[config.mk]
export PLATFORM = sky130hd
export DESIGN_NAME = prbs9_ber_checker_unit
export DESIGN_NICKNAME = d
export VERILOG_FILES = /design/src/hdl/pbc_pkg.sv /design/src/hdl/pbc_ctrl.sv /design/src/hdl/pbc_dp.sv /design/src/hdl/prbs9_ber_checker_unit.sv
export SDC_FILE = /design/constraint.sdc
export NUM_CORES = 1
export LEC_CHECK = 0
export BUFFER_PORTS_ARGS = -buffer_cell sky130_fd_sc_hd__buf_2
export CORE_ASPECT_RATIO = 0.5
export CORE_MARGIN = 2
export CORE_UTILIZATION = 27
export DETAILED_ROUTE_END_ITERATION = 8
export SYNTH_ARGS = -nofsm -noshare
export SYNTH_HDL_FRONTEND = slang
export SYNTH_SLANG_ARGS = --single-unit
[constraint.sdc]
create_clock -name clk -period 11.1 [get_ports clk]
set_clock_uncertainty 0.05 [all_clocks]
set_input_delay 0.555 -clock clk [delete_from_list [all_inputs] [get_ports clk]]
set_output_delay 0.555 -clock clk [all_outputs]
set_load 0.05 [all_outputs]
[src/hdl/pbc_pkg.sv]
// Shared types and constants for the PRBS9 bit error rate checker.
// No dependencies; used by pbc_ctrl, pbc_dp and prbs9_ber_checker_unit.

package pbc_pkg;

  // input item actions
  typedef enum logic [1:0] {
    ACT_CLEAR  = 2'd0,
    ACT_BYTE   = 2'd1,
    ACT_EMPTY  = 2'd2,
    ACT_REPORT = 2'd3
  } action_t;

  // configuration register index (word address bit)
  localparam logic REG_EXP_LEN = 1'b0;

  localparam int          MAX_PAYLOAD  = 256;
  localparam logic [8:0]  LFSR_SEED    = 9'h1FF;
  localparam logic [8:0]  LEN_RESET    = 9'd64;
  localparam logic [19:0] PPM_SCALE    = 20'd1000000;
  localparam int          QUO_BITS     = 20;
  localparam int          PROD_W       = 32 + QUO_BITS;
  localparam int          STEP_W       = $clog2(QUO_BITS);

  // controller to datapath commands
  typedef struct packed {
    logic clear;        // zero counters, restart packet
    logic byte_in;      // compare one received byte
    logic empty;        // empty packet
    logic rpt_start;    // capture sent count, errors times one million
    logic div_load;     // seed the divider
    logic div_step;     // one quotient bit
    logic finish;       // load the result registers
  } cmd_t;

endpackage

[src/hdl/pbc_ctrl.sv]
// Sequencer for the PRBS9 checker: input handshake, report division steps
// and the output register handshake. Depends on pbc_pkg.

module pbc_ctrl (
  input  logic           clk,
  input  logic           rst,
  input  logic           in_valid,
  input  logic [1:0]     action,
  input  logic           out_stall,
  output logic           in_stall,
  output logic           out_valid,
  output pbc_pkg::cmd_t  cmd
);

  typedef enum logic [1:0] {
    S_IDLE,
    S_MUL,
    S_DIV,
    S_DONE
  } state_t;

  state_t                      state;
  logic [pbc_pkg::STEP_W-1:0]  step;
  logic                        accept;
  logic                        out_free;
  logic                        last_step;

  localparam logic [pbc_pkg::STEP_W-1:0] LastStep = pbc_pkg::STEP_W'(pbc_pkg::QUO_BITS - 1);

  assign in_stall  = (state != S_IDLE);
  assign accept    = in_valid && !in_stall;
  assign out_free  = !out_valid || !out_stall;
  assign last_step = (step == LastStep);

  always_comb begin
    cmd           = '0;
    cmd.clear     = accept && (action == pbc_pkg::ACT_CLEAR);
    cmd.byte_in   = accept && (action == pbc_pkg::ACT_BYTE);
    cmd.empty     = accept && (action == pbc_pkg::ACT_EMPTY);
    cmd.rpt_start = accept && (action == pbc_pkg::ACT_REPORT);
    cmd.div_load  = (state == S_MUL);
    cmd.div_step  = (state == S_DIV);
    cmd.finish    = (state == S_DONE) && out_free;
  end

  always_ff @(posedge clk) begin
    if (rst) begin
      state     <= S_IDLE;
      step      <= '0;
      out_valid <= 1'b0;
    end else begin
      if (cmd.finish) begin
        out_valid <= 1'b1;
      end else if (!out_stall) begin
        out_valid <= 1'b0;
      end
      unique case (state)
        S_IDLE: begin
          if (cmd.rpt_start) begin
            state <= S_MUL;
          end
        end
        S_MUL: begin
          step  <= '0;
          state <= S_DIV;
        end
        S_DIV: begin
          step <= step + 1'b1;
          if (last_step) begin
            state <= S_DONE;
          end
        end
        S_DONE: begin
          if (out_free) begin
            state <= S_IDLE;
          end
        end
        default: state <= S_IDLE;
      endcase
    end
  end

  a_report_starts: assert property (@(posedge clk) disable iff (rst)
    cmd.rpt_start |=> state == S_MUL)
    else $error("report accepted without starting the multiply");

  a_div_ends: assert property (@(posedge clk) disable iff (rst)
    (state == S_DIV) && last_step |=> state == S_DONE)
    else $error("division did not finish after the last quotient bit");

  a_result_origin: assert property (@(posedge clk) disable iff (rst)
    $rose(out_valid) |-> $past(cmd.finish))
    else $error("result shown without a finished report");

  a_busy_no_byte: assert property (@(posedge clk) disable iff (rst)
    (state != S_IDLE) |-> !cmd.byte_in && !cmd.clear && !cmd.empty)
    else $error("counter update while a report is in progress");

endmodule

[src/hdl/pbc_dp.sv]
// Datapath of the PRBS9 checker: pattern generator, saturating counters,
// report multiplier, restoring divider and result registers. Uses pbc_pkg.

module pbc_dp #(
  parameter int MAX_PAYLOAD = pbc_pkg::MAX_PAYLOAD
) (
  input  logic           clk,
  input  logic           rst,
  input  pbc_pkg::cmd_t  cmd,
  input  logic [8:0]     exp_len,
  input  logic [7:0]     rx_byte,
  input  logic           last_byte,
  input  logic [31:0]    sent_packets,
  output logic [31:0]    bit_errors,
  output logic [31:0]    total_bits,
  output logic [31:0]    packets_received,
  output logic [31:0]    packets_lost,
  output logic [19:0]    ber_ppm
);

  localparam logic [12:0] MaxPay = 13'(MAX_PAYLOAD);

  // 8 LFSR shifts, MSB first: returns {next state, pattern byte}
  function automatic logic [16:0] pat_byte(input logic [8:0] s);
    logic [8:0] r;
    logic [7:0] b;
    logic       fb;
    r = s;
    b = '0;
    for (int k = 0; k < 8; k++) begin
      fb = r[8] ^ r[4];
      r  = {r[7:0], fb};
      b  = {b[6:0], fb};
    end
    return {r, b};
  endfunction

  function automatic logic [3:0] ones8(input logic [7:0] v);
    logic [3:0] c;
    c = '0;
    for (int k = 0; k < 8; k++) begin
      c = c + 4'(v[k]);
    end
    return c;
  endfunction

  function automatic logic [31:0] sat_add(input logic [31:0] a, input logic [12:0] b);
    logic [32:0] s;
    s = {1'b0, a} + 33'(b);
    return s[32] ? '1 : s[31:0];
  endfunction

  logic [8:0]  lfsr;
  logic [8:0]  byte_pos;
  logic [31:0] err_cnt;
  logic [31:0] bit_cnt;
  logic [31:0] pkt_cnt;

  logic [31:0]                 sent_q;
  logic [pbc_pkg::PROD_W-1:0]  prod;
  logic [31:0]                 rem;
  logic [pbc_pkg::QUO_BITS-1:0] low;
  logic [pbc_pkg::QUO_BITS-1:0] quo;

  logic [8:0]  eff_len;
  logic [16:0] pat;
  logic        in_range;
  logic [8:0]  pos_after;
  logic [8:0]  missing;
  logic [12:0] err_inc;
  logic [32:0] shifted;
  logic [32:0] diff;

  assign eff_len   = ({4'b0, exp_len} > MaxPay) ? MaxPay[8:0] : exp_len;
  assign pat       = pat_byte(lfsr);
  assign in_range  = (byte_pos < eff_len);
  assign pos_after = in_range ? byte_pos + 9'd1 : byte_pos;
  assign missing   = (last_byte && (pos_after < eff_len)) ? eff_len - pos_after : '0;
  assign err_inc   = (in_range ? 13'(ones8(rx_byte ^ pat[7:0])) : 13'd0)
                   + {1'b0, missing, 3'b000};

  assign shifted = {rem, low[pbc_pkg::QUO_BITS-1]};
  assign diff    = shifted - {1'b0, bit_cnt};

  always_ff @(posedge clk) begin
    if (rst) begin
      lfsr     <= pbc_pkg::LFSR_SEED;
      byte_pos <= '0;
      err_cnt  <= '0;
      bit_cnt  <= '0;
      pkt_cnt  <= '0;
    end else if (cmd.clear) begin
      lfsr     <= pbc_pkg::LFSR_SEED;
      byte_pos <= '0;
      err_cnt  <= '0;
      bit_cnt  <= '0;
      pkt_cnt  <= '0;
    end else if (cmd.empty) begin
      lfsr     <= pbc_pkg::LFSR_SEED;
      byte_pos <= '0;
      pkt_cnt  <= sat_add(pkt_cnt, 13'd1);
    end else if (cmd.byte_in) begin
      err_cnt <= sat_add(err_cnt, err_inc);
      if (last_byte) begin
        lfsr     <= pbc_pkg::LFSR_SEED;
        byte_pos <= '0;
        bit_cnt  <= sat_add(bit_cnt, {1'b0, eff_len, 3'b000});
        pkt_cnt  <= sat_add(pkt_cnt, 13'd1);
      end else begin
        lfsr     <= in_range ? pat[16:8] : lfsr;
        byte_pos <= pos_after;
      end
    end
  end

  // report arithmetic; quotient only matters when errors < bits, so it fits
  always_ff @(posedge clk) begin
    if (cmd.rpt_start) begin
      sent_q <= sent_packets;
      prod   <= err_cnt * pbc_pkg::PPM_SCALE;
    end
    if (cmd.div_load) begin
      rem <= prod[pbc_pkg::PROD_W-1:pbc_pkg::QUO_BITS];
      low <= prod[pbc_pkg::QUO_BITS-1:0];
      quo <= '0;
    end
    if (cmd.div_step) begin
      low <= {low[pbc_pkg::QUO_BITS-2:0], 1'b0};
      if (!diff[32]) begin
        rem <= diff[31:0];
        quo <= {quo[pbc_pkg::QUO_BITS-2:0], 1'b1};
      end else begin
        rem <= shifted[31:0];
        quo <= {quo[pbc_pkg::QUO_BITS-2:0], 1'b0};
      end
    end
    if (cmd.finish) begin
      bit_errors       <= err_cnt;
      total_bits       <= bit_cnt;
      packets_received <= pkt_cnt;
      packets_lost     <= (sent_q > pkt_cnt) ? sent_q - pkt_cnt : '0;
      if (bit_cnt == '0) begin
        ber_ppm <= '0;
      end else if (err_cnt >= bit_cnt) begin
        ber_ppm <= pbc_pkg::PPM_SCALE;
      end else begin
        ber_ppm <= quo;
      end
    end
  end

endmodule

[src/hdl/prbs9_ber_checker_unit.sv]
// Top level of the PRBS9 bit error rate checker: register port and the
// controller/datapath pair. Depends on pbc_pkg, pbc_ctrl and pbc_dp.
//
// Usage
//  - Input channel (in_valid/in_stall): one transaction per action. Clear,
//    received byte and empty packet are absorbed in the cycle they are accepted,
//    so a byte stream runs at one byte per clock while no report stalls it.
//  - A report transaction stalls the input while it runs: the 32x20 multiply
//    of errors by one million at acceptance, the divider load (S_MUL), the
//    restoring divider (one quotient bit per cycle, 20 quotient bits), then
//    the result load.
//  - Output channel (out_valid/out_stall): a single result register. Byte
//    traffic keeps flowing while a result waits; only a following report
//    holds in its final cycle until the pending result has been taken.
//  - APB register port: expected packet length at byte address 0; write it
//    only when idle, which the block itself does not enforce.
//  - Reset (rst, synchronous): counters zero, pattern at the all-ones seed,
//    expected length back to 64, output channel empty.

module prbs9_ber_checker_unit #(
  parameter int MAX_PAYLOAD = pbc_pkg::MAX_PAYLOAD
) (
  input  logic        clk,
  input  logic        rst,
  // input channel
  input  logic        in_valid,
  output logic        in_stall,
  input  logic [1:0]  action,
  input  logic [7:0]  rx_byte,
  input  logic        last_byte,
  input  logic [31:0] sent_packets,
  // output channel
  output logic        out_valid,
  input  logic        out_stall,
  output logic [31:0] bit_errors,
  output logic [31:0] total_bits,
  output logic [31:0] packets_received,
  output logic [31:0] packets_lost,
  output logic [19:0] ber_ppm,
  // register port
  input  logic        psel,
  input  logic        penable,
  input  logic        pwrite,
  input  logic [2:0]  paddr,
  input  logic [31:0] pwdata,
  output logic [31:0] prdata,
  output logic        pready
);

  logic [8:0]     exp_len;
  pbc_pkg::cmd_t  cmd;
  logic           reg_wr;

  // register index is the word address bit; byte lane bits are ignored
  assign pready = 1'b1;
  assign reg_wr = psel && penable && pwrite && pready
                  && (paddr[2] == pbc_pkg::REG_EXP_LEN);
  assign prdata = (paddr[2] == pbc_pkg::REG_EXP_LEN) ? {23'b0, exp_len} : '0;

  always_ff @(posedge clk) begin
    if (rst) begin
      exp_len <= pbc_pkg::LEN_RESET;
    end else if (reg_wr) begin
      exp_len <= pwdata[8:0];
    end
  end

  pbc_ctrl u_ctrl (
    .clk       (clk),
    .rst       (rst),
    .in_valid  (in_valid),
    .action    (action),
    .out_stall (out_stall),
    .in_stall  (in_stall),
    .out_valid (out_valid),
    .cmd       (cmd)
  );

  pbc_dp #(
    .MAX_PAYLOAD (MAX_PAYLOAD)
  ) u_dp (
    .clk              (clk),
    .rst              (rst),
    .cmd              (cmd),
    .exp_len          (exp_len),
    .rx_byte          (rx_byte),
    .last_byte        (last_byte),
    .sent_packets     (sent_packets),
    .bit_errors       (bit_errors),
    .total_bits       (total_bits),
    .packets_received (packets_received),
    .packets_lost     (packets_lost),
    .ber_ppm          (ber_ppm)
  );

endmodule

# Word-level counts from Yosys, hierarchy flattened

Cells that the tools add are included.

Bits in latches: 0
ROM bits: 0
Memory bits (writable): 0
Bits in registers: 423
Memories kept: 0
Bits of input ports: 85

Multipliers: 1
Order comparisons: 5
Reduce and logical (&&, ||, !) cells: 30
Bitwise gates (word level): 11
Multiplexer cells: 30
Divide/modulo/power cells: 0
Shifts and indexed selects: 0
Eq/ne operators: 11
$add $sub $neg: 16

Operators by type and width:

| operator                                             | number |
|---|---|
| two-way mux 32 bit                                   | 9 |
| two-way mux 20 bit                                   | 5 |
| two-way mux 9 bit                                    | 7 |
| multiplier 32 x 14 -> 46 bit (second input constant) | 1 |
| adder 32 x 1 -> 33 bit (second input constant)       | 1 |
| adder 32 x 12 -> 33 bit                              | 1 |
| adder 32 x 13 -> 33 bit                              | 1 |
| subtractor 33 x 32 -> 33 bit                         | 1 |
| >= comparator 32 bit                                 | 1 |
| > comparator 32 bit                                  | 1 |
| logical NOT 32 bit                                   | 1 |
| subtractor 32 bit                                    | 1 |
| adder 4 x 1 -> 4 bit                                 | 6 |
| < comparator 9 bit                                   | 2 |
| adder 13 x 12 -> 13 bit                              | 1 |
| logical AND 1 bit                                    | 10 |
| case mux 5 bit (2 select lines)                      | 1 |
| nonzero test 2 bit                                   | 5 |
| adder 9 x 1 -> 9 bit (second input constant)         | 1 |
| > comparator 9 bit (second input constant)           | 1 |
| subtractor 9 bit                                     | 1 |
| equality test 2 bit (second input constant)          | 4 |
| case mux 2 bit (4 select lines)                      | 1 |
| XOR 1 bit                                            | 8 |
| 18 further kinds                                     | 33 |

# Longest topological paths before layout

Gate-level depths: netlist of the first run.

Word-level depth: 14
Mapped depth: 35
Depth with buffers taken out: 33

# By module

Synthesis of the first run repeated with hierarchy kept, for this count alone.

Cell total of the unflattened synthesis: 2726
Area total of the unflattened synthesis: 28922.7 µm²

Modules (own cells, without submodules):

| module                 | instances | cells an instance | area an instance (µm²) | seq. area each (µm²) |
|---|---|---|---|---|
| pbc_dp                 | 1         | 2599              | 27789.2                | 10950.5 |
| prbs9_ber_checker_unit | 1         | 74                | 669.4                  | 180.2 |
| pbc_ctrl               | 1         | 53                | 464.2                  | 160.2 |

# Worst setup path before layout of the first run

No wires, ideal clock.

Path type: input to register
Start: input out_stall
End: register u_dp.ber_ppm[0], enable pin
Buffers on the path: 0
Setup slack: -919 ps
Library setup time: 873 ps
Arrival: 11097 ps
Stages: 1
Cell sequence: a21boi_0

Word-level cells in the longest chain between the ends: 3

RTL lines:

| item                 | RTL line                     | text |
|---|---|---|
| start, declared      | prbs9_ber_checker_unit.sv:34 | `input logic out_stall,` |
| logical NOT 1 bit    | pbc_ctrl.sv:32               | `assign out_free = !out_valid \|\| !out_stall;` |
| logical OR 1 bit     | pbc_ctrl.sv:32               |  |
| logical AND 1 bit    | pbc_ctrl.sv:43               | `cmd.finish = (state == S_DONE) && out_free;` |
| end signal, assigned | pbc_dp.sv:145                | `ber_ppm <= pbc_pkg::PPM_SCALE;` |
| end signal, assigned | pbc_dp.sv:147                | `ber_ppm <= quo;` |
| end, declared        | pbc_dp.sv:18                 | `output logic [19:0] ber_ppm` |

Every way passes these cells.
A chain may end at the register's enable or synchronous reset.

# Final worst setup path of the first run

Start: register exp_len[8]
End: register u_dp.err_cnt[29]

Word-level cells in the longest chain between the ends: 10
Elaborated cells on any way between the ends: 12

RTL lines:

| item                        | RTL line                     | text |
|---|---|---|
| start, declared             | prbs9_ber_checker_unit.sv:50 | `logic [8:0] exp_len;` |
| start signal, assigned      | prbs9_ber_checker_unit.sv:62 | `exp_len <= pbc_pkg::LEN_RESET;` |
| start signal, assigned      | prbs9_ber_checker_unit.sv:64 | `exp_len <= pwdata[8:0];` |
| > comparator 9 bit          | pbc_dp.sv:74                 | `assign eff_len = ({4'b0, exp_len} > MaxPay) ? MaxPay[8:0] : exp_len;` |
| two-way mux 9 bit (*)       | pbc_dp.sv:74                 |  |
| < comparator 9 bit          | pbc_dp.sv:76                 | `assign in_range = (byte_pos < eff_len);` |
| two-way mux 9 bit           | pbc_dp.sv:77                 | `assign pos_after = in_range ? byte_pos + 9'd1 : byte_pos;` |
| < comparator 9 bit          | pbc_dp.sv:78                 | `assign missing = (last_byte && (pos_after < eff_len)) ? eff_len - pos_after : '0;` |
| logical AND 1 bit           | pbc_dp.sv:78                 |  |
| two-way mux 9 bit           | pbc_dp.sv:78                 |  |
| adder 13 x 12 -> 13 bit (*) | pbc_dp.sv:80                 | `+ {1'b0, missing, 3'b000};` |
| adder 32 x 13 -> 33 bit (*) | pbc_dp.sv:49                 | `s = {1'b0, a} + 33'(b);` |
| two-way mux 32 bit (*)      | pbc_dp.sv:50                 | `return s[32] ? '1 : s[31:0];` |
| end signal, assigned        | pbc_dp.sv:103                | `err_cnt <= sat_add(err_cnt, err_inc);` |
| end, declared               | pbc_dp.sv:55                 | `logic [31:0] err_cnt;` |

Mark *: on every way between the ends. The rest lies on a longest branch, timed or not.

==> run_results.csv, run 1 <==
group,metric,value,unit
status,status,"complete, no violations",
sta,relSlewSlack,0.254,
critical_path,crit_path_end,"u_dp.err_cnt[29]$_SDFFE_PP0P_",
die,dieHeight,237,um
power_and_ir_drop,p_leak,0.0148,uW
sta,worst_pin_slew,1.12,ns
power_and_ir_drop,vdd_ir_drop_max,0.151,mV
logic_synthesis,async_flop_share,0,
grt,grt_pass1_vias,22000,
critical_path,startpoint,"exp_len[8]$_SDFFE_PP0P_",
cells_and_area,syn_to_final_growth,14.9,%
critical_path,crit_fanout,13,
clocking,cts_tree,"done",
placement,dpl_worst_slack,2.69,ns
critical_path,r2r_slack,2.54,ns
die,core,108000,sq um
critical_path,start_kind,"register",
clocking,clk_pin_slew,0.06,ns
critical_path,critPathMaxStageDelay,0.65,ns
grt,grt_usage,0.140,
logic_synthesis,ys_top_cells_by_area,"edfxtp_1 (30%), ha_1 (14%), fa_1 (9.9%)",
sta,fin_crit_sh,0.772,
clocking,cts_hold_buf,0,
die,start_util,0.272,
cells_and_area,drive_gt1_frac,0.127,
logic_synthesis,ys_seq_area_frac,0.386,
sta,max_freq,117,MHz
cells_and_area,post-route-util,0.313,
drt,via_per_inst,4.82,
critical_path,critical_path_arrival,9.01,ns
critical_path,cp_num_buf_inv,2,
cells_and_area,multi_input_area,16600,sq um
grt,grt_pass1_wl,124000,um
sta,setup_viol,0,
drt,drtPass1Iterations,5,
cells_and_area,layout.nets,3574,
critical_path,reg2regPathDepth,31,
grt,grt-ovfl-total,0,
logic_synthesis,yosys.area.top_type,"edfxtp_1",
critical_path,rr_endpoint,"u_dp.err_cnt[29]$_SDFFE_PP0P_",
grt,antenna_found_initial,2,
logic_synthesis,synth-main-ff-cell,"edfxtp_1",
placement,globalplace.congestion,0.901,
sta,drv_slew,0,
die,ios,268,
critical_path,cp.depth,31,
logic_synthesis,yosys_register_bits,419,
sta,fin_tns_setup,0,ns
power_and_ir_drop,powerDensity,172,nW/um^2
clocking,cts.path.max_buffers,3,
cells_and_area,fillers,11000,
die,die_x,470,um
logic_synthesis,syn_inst,2800,
clocking,worstSkewPairLatency,0.59,ns
clocking,h-tree-depth,2,
drt,vias,21700,
sta,min_period,8.56,ns
placement,port_buffers,218,
placement,hpwl,61700,um
drt,drtAntennaViolNets,0,
critical_path,slowest_stage,"a311oi_2",
critical_path,worstSetupEndpointType,"register",
hold_path,hold_class,"input pin to register",
drt,drt_iter0_markers,1301,
cells_and_area,seq_area,11300,sq um
die,die_area,111000,sq um
critical_path,worstPathRequired,11.55,ns
drt,wire_per_inst,17.7,um
hold_path,worstHoldPathCells,1,
sta,rsz0062_at_grt,"false",
die,rows,85,
sta,whs,0.104,ns
logic_synthesis,synth_common_cells,"ha_1 (317), edfxtp_1 (290), inv_1 (264)",
placement,dp_cells,4414,
logic_synthesis,yosys.cell_types.count,95,
clocking,clock_sinks,419,
clocking,clock_tree.root_cell,"clkbuf_16",
logic_synthesis,yosysWarnings,0,
cells_and_area,stdcell_count,4504,
grt,grt_max_degree,75,
critical_path,crit_type,"register to register",
logic_synthesis,avgSynthCellArea,10.4,sq um
critical_path,r2r_start,"exp_len[8]$_SDFFE_PP0P_",
logic_synthesis,synth_top_area_frac,0.298,
sta,worst_slack,2.54,ns
drt,drc_errors,0,
clocking,postCtsSetupBuffers,0,
clocking,cts_buffers,47,
critical_path,path_delay_family,"compound AO/OA/AOI/OAI gates",
drt,routed_wl,79500,um
logic_synthesis,synth.most_common_cell,"ha_1",
job,cap_viol_max_count,0,
sta,hold_viol_final,0,
clocking,cts_resized,0,
logic_synthesis,synthesis.area,29300,sq um
logic_synthesis,synth_edf_count,290,
==> metrics by stage <==
step	power (uW)	cell area, sq um
4_1_cts	5830	33600
5_1_grt	6170	33600
2_1_floorplan	3730	29300
6_report	5780	33600
3_5_place_dp	4210	32000
3_3_place_gp	4170	32000
==> cell families (layout without fill, tap and decap cells) <==
| kind of cell | Yosys count | after routing | share of synthesized area |
|---|---|---|---|
| AO/OA/AOI/OAI | 627 | 627 | 0.142 |
| XOR/XNOR | 180 | 180 | 0.0548 |
| AND/OR/NAND/NOR | 718 | 718 | 0.121 |
| adder cells (fa/ha/maj) | 461 | 461 | 0.234 |
| buffers and inverters | 367 | 612 | 0.0518 |
| flip-flops | 419 | 419 | 0.386 |
| other | 2 | 26 | 0.000257 |
| multiplexers | 26 | 26 | 0.00962 |
==> sequential cells by signal (all words and copies together) (netlist names) <==
register	flops
u_dp.rem	32
u_dp.low	14
u_ctrl.state	2
u_ctrl.step	5
u_dp.quo	20
u_dp.lfsr	9
exp_len	9
u_dp.sent_q	32
u_dp.ber_ppm	20
u_dp.byte_pos	9
u_dp.bit_errors	32
u_dp.err_cnt	32
u_dp.bit_cnt	30
u_dp.prod	46
u_dp.pkt_cnt	32
u_dp.packets_lost	32
u_dp.total_bits	30
u_dp.packets_received	32
u_ctrl.out_valid	1
==> area by class of cell <==
type / instances / area share
diodes: 2 / 0.000149
multi-input cells: 2036 / 0.493
clock inverters: 25 / 0.00882
inverters: 267 / 0.0298
clock buffers: 63 / 0.0377
well taps: 1435 / 0.0534
flip-flops and latches: 419 / 0.336
repair buffers: 257 / 0.0412
==> layer usage <==
layer  global-route usage  part of all wire  up-vias  wire length [um]
met2                0.256              0.51      457             40700
met5                    0                 0        -                 0
met4               0.0508             0.033        0              2630
met1                0.172              0.42    10700             33400
met3               0.0135             0.035      122              2810
li1                     -                 -    10400                 -
==> worst min-delay path by stage <==
stage | start | endpoint
after floorplan | u_dp.pkt_cnt[8]$_SDFFE_PP0P_ | u_dp.packets_received[8]$_DFFE_PP_
after global placement | u_dp.bit_cnt[12]$_SDFFE_PP0P_ | u_dp.total_bits[12]$_DFFE_PP_
after detailed placement | u_dp.bit_cnt[12]$_SDFFE_PP0P_ | u_dp.total_bits[12]$_DFFE_PP_
after CTS | sent_packets[23] | u_dp.sent_q[23]$_DFFE_PP_
after global routing | sent_packets[23] | u_dp.sent_q[23]$_DFFE_PP_
final | sent_packets[23] | u_dp.sent_q[23]$_DFFE_PP_
==> cell usage in the layout (no fill, tap or decap), types with 9 or more instances in the layout <==
cell,instances
clkbuf_1,13
inv_1,264
and2_1,45
a221oi_1,9
o211ai_1,16
nand2b_1,33
nor2_1,177
o221a_2,9
o21bai_1,14
buf_4,39
edfxtp_1,290
buf_2,218
o21a_1,23
mux2i_1,9
nor4_1,17
xor2_1,51
a31oi_1,52
nor3_1,44
dfxtp_1,129
conb_1,24
xnor2_1,127
clkbuf_16,47
clkinv_1,9
a21oi_1,198
ha_1,315
a211oi_1,29
or3_1,14
nand4_1,37
nand3_1,66
o21ai_0,83
and3_1,31
a21o_1,100
nand2_1,179
nor2b_1,26
fa_1,144
mux2_2,17
==> power by group <==
part,internal (uW),switching [uW]
registers,1950,110
clock network,944,649
logic,763,1360
(Power assumes the default switching activity.)
==> run 2: changes to the inputs <==
==> constraint.sdc (replaced) <==
create_clock -name clk -period 9 [get_ports clk]
set_clock_uncertainty 0.05 [all_clocks]
set_input_delay 0.45 -clock clk [delete_from_list [all_inputs] [get_ports clk]]
set_output_delay 0.45 -clock clk [all_outputs]
set_load 0.05 [all_outputs]
==> run_results.csv, run 2 (synthesized netlist as in run 1, its figures left out) <==
group,metric,value,unit
cells_and_area,layout.nets,3594,
sta,fin_crit_sh,0.918,
sta,drv_slew,0,
placement,dp_cells,4411,
power_and_ir_drop,p_total,7150,uW
grt,grt_max_degree,81,
grt,grt_usage,0.140,
drt,via_per_inst,4.80,
drt,drt_iter0_markers,1290,
clocking,clock_tree.root_cell,"clkbuf_16",
placement,placed_cell_area,32000,sq um
placement,globalplace.congestion,0.899,
drt,wire_per_inst,17.6,um
clocking,cts_tree,"done",
cells_and_area,post-route-cell-area,33800,sq um
power_and_ir_drop,p_leak,0.0149,uW
sta,hold_viol_final,0,
grt,grt-ovfl-total,0,
critical_path,critPathMaxStageDelay,0.69,ns
hold_path,hold_class,"input pin to register",
cells_and_area,syn_to_final_growth,15.7,%
die,rows,85,
critical_path,crit_fanout,11,
grt,antenna_found_initial,1,
cells_and_area,stdcell_count,4524,
clocking,cts.path.max_buffers,3,
placement,hpwl,61400,um
die,ios,268,
cells_and_area,post-route-util,0.315,
grt,grt_pass1_wl,124000,um
critical_path,path_common_cell,"ha_1",
cells_and_area,fillers,11000,
die,die_x,470,um
placement,port_buffers,218,
critical_path,worstSetupEndpointType,"register",
power_and_ir_drop,powerDensity,211,nW/um^2
sta,worst_pin_slew,1.07,ns
cells_and_area,drive_gt1_frac,0.128,
critical_path,r2r_slack,0.74,ns
drt,drc_errors,0,
clocking,cts_buffers,48,
power_and_ir_drop,vdd_ir_drop_max,0.177,mV
cells_and_area,largest-register,"u_dp.prod",
drt,routed_wl,79500,um
die,start_util,0.272,
sta,relSlewSlack,0.284,
critical_path,worstPathRequired,9.45,ns
clocking,worstSkewPairLatency,0.60,ns
clocking,clk_pin_slew,0.06,ns
sta,min_period,8.26,ns
clocking,postCtsSetupBuffers,0,
critical_path,critical_path_arrival,8.71,ns
critical_path,start_kind,"register",
grt,grt_pass1_vias,21900,
clocking,clock_sinks,419,
drt,vias,21700,
job,cap_viol_max_count,0,
status,status,"complete, no violations",
critical_path,crit_type,"register to register",
cells_and_area,final_common_cell,"ha_1",
die,dieHeight,237,um
clocking,h-tree-depth,2,
die,die_area,111000,sq um
cells_and_area,final_cell_mix,"ha_1 (315), edfxtp_1 (290), inv_1 (264), buf_2 (218), a21oi_1 (198)",
critical_path,slowest_stage,"a311oi_2",
sta,max_freq,121,MHz
cells_and_area,largest_reg_flops,46,
sta,setup_viol,0,
die,core,108000,sq um
drt,drtAntennaViolNets,0,
drt,drtPass1Iterations,6,
-- run 2: layout make-up --
cell class	instances	area (sq um)	area share
Tap cell	1435	1800	0.0530
Antenna cell	1	2.50	0.0000739
Inverter	267	1000	0.0296
Multi-Input combinational cell	2036	16600	0.490
Clock inverter	19	165	0.00488
Sequential cell	419	11300	0.334
Timing Repair Buffer	276	1580	0.0467
Clock buffer	71	1430	0.0423
-- run 2: final timing paths --
path                                               startpoint                       endpoint  depth (start not counted)
worst max register to register        exp_len[8]$_SDFFE_PP0P_  u_dp.err_cnt[24]$_SDFFE_PP0P_                         31
worst min register to register  u_dp.bit_cnt[12]$_SDFFE_PP0P_  u_dp.total_bits[12]$_DFFE_PP_                          0
worst max-delay path                  exp_len[8]$_SDFFE_PP0P_  u_dp.err_cnt[24]$_SDFFE_PP0P_                         31
worst min-delay path                         sent_packets[21]      u_dp.sent_q[21]$_DFFE_PP_                          1
-- run 2: routing by layer --
layer  vias to the layer above  global-route usage  wire [um]
li1                      10500                   -          -
met1                     10700               0.171      33700
met2                       472               0.252      40300
met3                       127              0.0132       2580
met4                         0              0.0564       2980
met5                         -                   0          0
-- run 2: critical path, delay by kind of cell (launching register included) --
family | cells | cell delay [ns]
flops | 1 | 0.43
fa+ha+maj | 5 | 1.33
mux | 1 | 0.38
buf+inv | 2 | 0.38
simple gates | 8 | 2.34
xor+xnor | 1 | 0.13
compound gates | 14 | 3.13
-- run 2: metrics by stage --
step,TNS [ns],hold WS (ns),worst slack [ns]
finish,0,0.0227,0.739
global route,-0.0329,0.0244,-0.0191
CTS,0,0.00183,0.794
detailed placement,0,0.392,0.833
global placement,0,0.393,0.943
floorplan,0,0.356,0.830
-- run 2: repair_timing --
action | 4_1_cts | 5_1_grt
hold buffers | 22 | 0
endpoints found under the setup margin | 0 | 13
endpoints found under the hold margin | 22 | 0
gates resized for setup | 0 | 1
-- run 2: power by group --
part,switching (uW),internal (uW),total (uW)
clock network,812,1160,1970
registers,136,2410,2540
logic,1680,949,2630
==> run 3: changes to the inputs <==
--- a/config.mk
+++ b/config.mk
@@ -9,7 +9,9 @@
 export CORE_ASPECT_RATIO = 0.5
 export CORE_MARGIN = 2
 export CORE_UTILIZATION = 27
+export CTS_CLUSTER_DIAMETER = 150
 export DETAILED_ROUTE_END_ITERATION = 8
 export SYNTH_ARGS = -nofsm -noshare
 export SYNTH_HDL_FRONTEND = slang
+export SYNTH_HIERARCHICAL = 1
 export SYNTH_SLANG_ARGS = --single-unit
==> run_results.csv, run 3 <==
group,metric,value,unit
logic_synthesis,async_flop_share,0,
critical_path,crit_type,"register to register",
placement,dp_cells,4321,
drt,wire_per_inst,16.9,um
logic_synthesis,ys_top_cells_by_area,"edfxtp_1 (30%), ha_1 (14%), fa_1 (10%)",
critical_path,r2r_start,"exp_len[8]$_SDFFE_PP0P_",
logic_synthesis,synthesis.area,28900,sq um
drt,via_per_inst,4.72,
logic_synthesis,yosysWarnings,6,
logic_synthesis,avgSynthCellArea,10.6,sq um
die,dieHeight,235,um
clocking,cts_buffers,48,
critical_path,worstSetupEndpointType,"register",
clocking,clock_tree.root_cell,"clkbuf_16",
cells_and_area,layout.nets,3532,
cells_and_area,largest-register,"u_dp/prod",
sta,rsz0062_at_grt,"false",
die,die_area,110000,sq um
critical_path,worstPathRequired,9.46,ns
cells_and_area,diodes,0,
status,status,"complete, no violations",
grt,grt_max_degree,85,
logic_synthesis,synth_top_area_frac,0.301,
critical_path,crit_fanout,9,
drt,drtPass1Iterations,5,
clocking,worstSkewPairLatency,0.59,ns
logic_synthesis,yosys_register_bits,419,
critical_path,slowest_stage,"fa_1",
hold_path,hold_class,"input pin to register",
drt,routed_wl,74800,um
critical_path,rr_endpoint,"u_dp/err_cnt[31]$_SDFFE_PP0P_",
logic_synthesis,synth.most_common_cell,"ha_1",
cells_and_area,drive_gt1_frac,0.123,
cells_and_area,final_cell_mix,"ha_1 (325), edfxtp_1 (290), inv_1 (270), a21oi_1 (249), buf_2 (218)",
clocking,cts_tree,"done",
sta,min_period,8.04,ns
logic_synthesis,synth_compound_area_frac,0.131,
sta,fin_crit_sh,0.894,
critical_path,reg2regPathDepth,35,
grt,grt_pass1_vias,20800,
die,die_x,467,um
logic_synthesis,yosys.area.top_type,"edfxtp_1",
power_and_ir_drop,p_leak,0.0147,uW
power_and_ir_drop,powerDensity,216,nW/um^2
cells_and_area,largest_reg_flops,46,
sta,relSlewSlack,0.235,
grt,grt_pass1_wl,117000,um
die,start_util,0.274,
drt,drtAntennaViolNets,0,
drt,drt_iter0_markers,1243,
sta,max_freq,124,MHz
sta,setup_viol,0,
drt,drc_errors,0,
sta,fin_tns_setup,0,ns
critical_path,critPathMaxStageDelay,0.51,ns
logic_synthesis,yosys.cell_types.count,79,
hold_path,min_to,"u_dp/sent_q[12]$_DFFE_PP_",
cells_and_area,syn_to_final_growth,16.2,%
placement,port_buffers,218,
logic_synthesis,synthMuxAreaShare,0.0210,
logic_synthesis,synthSimpleGateAreaFrac,0.106,
clocking,clock_sinks,419,
die,rows,84,
grt,grt-ovfl-total,0,
hold_path,hold_path.startpoint,"sent_packets[12]",
hold_path,worstHoldPathCells,1,
grt,antenna_found_initial,1,
clocking,h-tree-depth,2,
logic_synthesis,synthXorXnorAreaFrac,0.0587,
cells_and_area,stdcell_count,4435,
logic_synthesis,ys_seq_area_frac,0.390,
placement,hpwl,57500,um
logic_synthesis,synth_top_family_by_area,"adder cells",
drt,vias,20900,
sta,drv_slew,0,
sta,worst_pin_slew,1.15,ns
job,cap_viol_max_count,0,
placement,globalplace.congestion,0.897,
logic_synthesis,syn_inst,2726,
die,core,106000,sq um
cells_and_area,final_common_cell,"ha_1",
critical_path,r2r_slack,0.96,ns
clocking,clk_pin_slew,0.06,ns
logic_synthesis,synth_common_cells,"ha_1 (326), edfxtp_1 (290), inv_1 (270)",
die,ios,268,
power_and_ir_drop,vdd_ir_drop_max,0.152,mV
critical_path,critical_path_arrival,8.50,ns
logic_synthesis,synth-main-ff-cell,"edfxtp_1",
cells_and_area,fillers,10700,
critical_path,path_common_cell,"a21o_1",
critical_path,start_kind,"register",
logic_synthesis,synthAdderAreaFrac,0.241,
clocking,cts.path.max_buffers,3,
logic_synthesis,synth_edf_count,290,
grt,grt_usage,0.133,
sta,hold_viol_final,0,
-- run 3: changes by cell type after synthesis, moves of 10 or more --
cell	before	now
mux2i_1	9	37
o21ai_0	83	93
a211oi_1	29	13
nand3_1	66	49
nor2b_1	26	38
nand2_1	179	116
a21oi_1	199	249
a31oi_1	52	29
nor2_1	178	162
-- run 3: where the power goes --
group	total [uW]	switching, uW	internal [uW]
clock network	2120	833	1290
registers	2570	148	2420
logic	2580	1600	976
total	7270	2580	4690
-- run 3: worst max path at each step --
stage,from,endpoint,slack (ns),cells after the start
after floorplan,u_ctrl/state[1]$_SDFFE_PP0P_,u_dp/ber_ppm[0]$_SDFFCE_PP0P_,0.84,2
after global placement,exp_len[8]$_SDFFE_PP0P_,u_dp/err_cnt[31]$_SDFFE_PP0P_,0.85,34
after detailed placement,exp_len[8]$_SDFFE_PP0P_,u_dp/err_cnt[31]$_SDFFE_PP0P_,0.77,34
after CTS,exp_len[8]$_SDFFE_PP0P_,u_dp/err_cnt[31]$_SDFFE_PP0P_,0.72,34
after global routing,exp_len[8]$_SDFFE_PP0P_,u_dp/err_cnt[31]$_SDFFE_PP0P_,0.26,34
final,exp_len[8]$_SDFFE_PP0P_,u_dp/err_cnt[31]$_SDFFE_PP0P_,0.96,35
-- run 3: cell families (layout without fill, tap and decap cells) --
| family | count (synthesis) | after routing |
|---|---|---|
| AO/OA/AOI/OAI | 610 | 610 |
| buffers and inverters | 361 | 629 |
| multiplexers | 58 | 58 |
| flip-flops | 419 | 419 |
| XOR/XNOR | 194 | 194 |
| adder cells (fa/ha/maj) | 471 | 471 |
| other | 2 | 24 |
| AND/OR/NAND/NOR | 611 | 611 |
-- run 3: what timing repair did --
item / 4_1_cts / 5_1_grt
endpoints found under the hold margin: 21 / 0
buffers inserted: 0 / 3
hold buffers: 21 / 0
gates resized for setup: 0 / 1
endpoints found under the setup margin: 0 / 7
-- run 3: final cells by class --
type | count | area (sq um) | share of cell area
inverter | 272 | 1020 | 0.0304
sequential | 419 | 11300 | 0.336
multi-input combinational | 1968 | 16300 | 0.484
clock buffer | 64 | 1340 | 0.0399
timing repair buffer | 267 | 1510 | 0.0450
tap | 1419 | 1780 | 0.0528
clock inverter | 26 | 392 | 0.0116
-- run 3: per-layer routing --
layer / global-route usage / share of wire
met5: 0 / 0
met4: 0.0317 / 0.018
met3: 0.0135 / 0.034
met2: 0.241 / 0.52
met1: 0.167 / 0.43
-- run 3: critical path, delay by kind of cell (launching register included) --
family | cells | cell delay, ns
xor+xnor | 1 | 0.19
compound gates | 17 | 3.01
flops | 1 | 0.46
simple gates | 9 | 2.30
fa+ha+maj | 4 | 1.41
buf+inv | 4 | 0.52
-- run 3: stage by stage --
| step | total power, uW | hold slack (ns) | utilization | instance area, sq um | worst slack [ns] |
|---|---|---|---|---|---|
| final | 7270 | 0.0275 | 0.318 | 33600 | 0.956 |
| after detailed placement | 5180 | 0.403 | 0.300 | 31600 | 0.765 |
| after global routing | 7750 | 0.00268 | 0.318 | 33600 | 0.265 |
| after global placement | 5130 | 0.404 | 0.300 | 31600 | 0.850 |
| after floorplan | 4580 | 0.358 | - | 29000 | 0.837 |
| after CTS | 7350 | 0.000798 | 0.318 | 33600 | 0.715 |
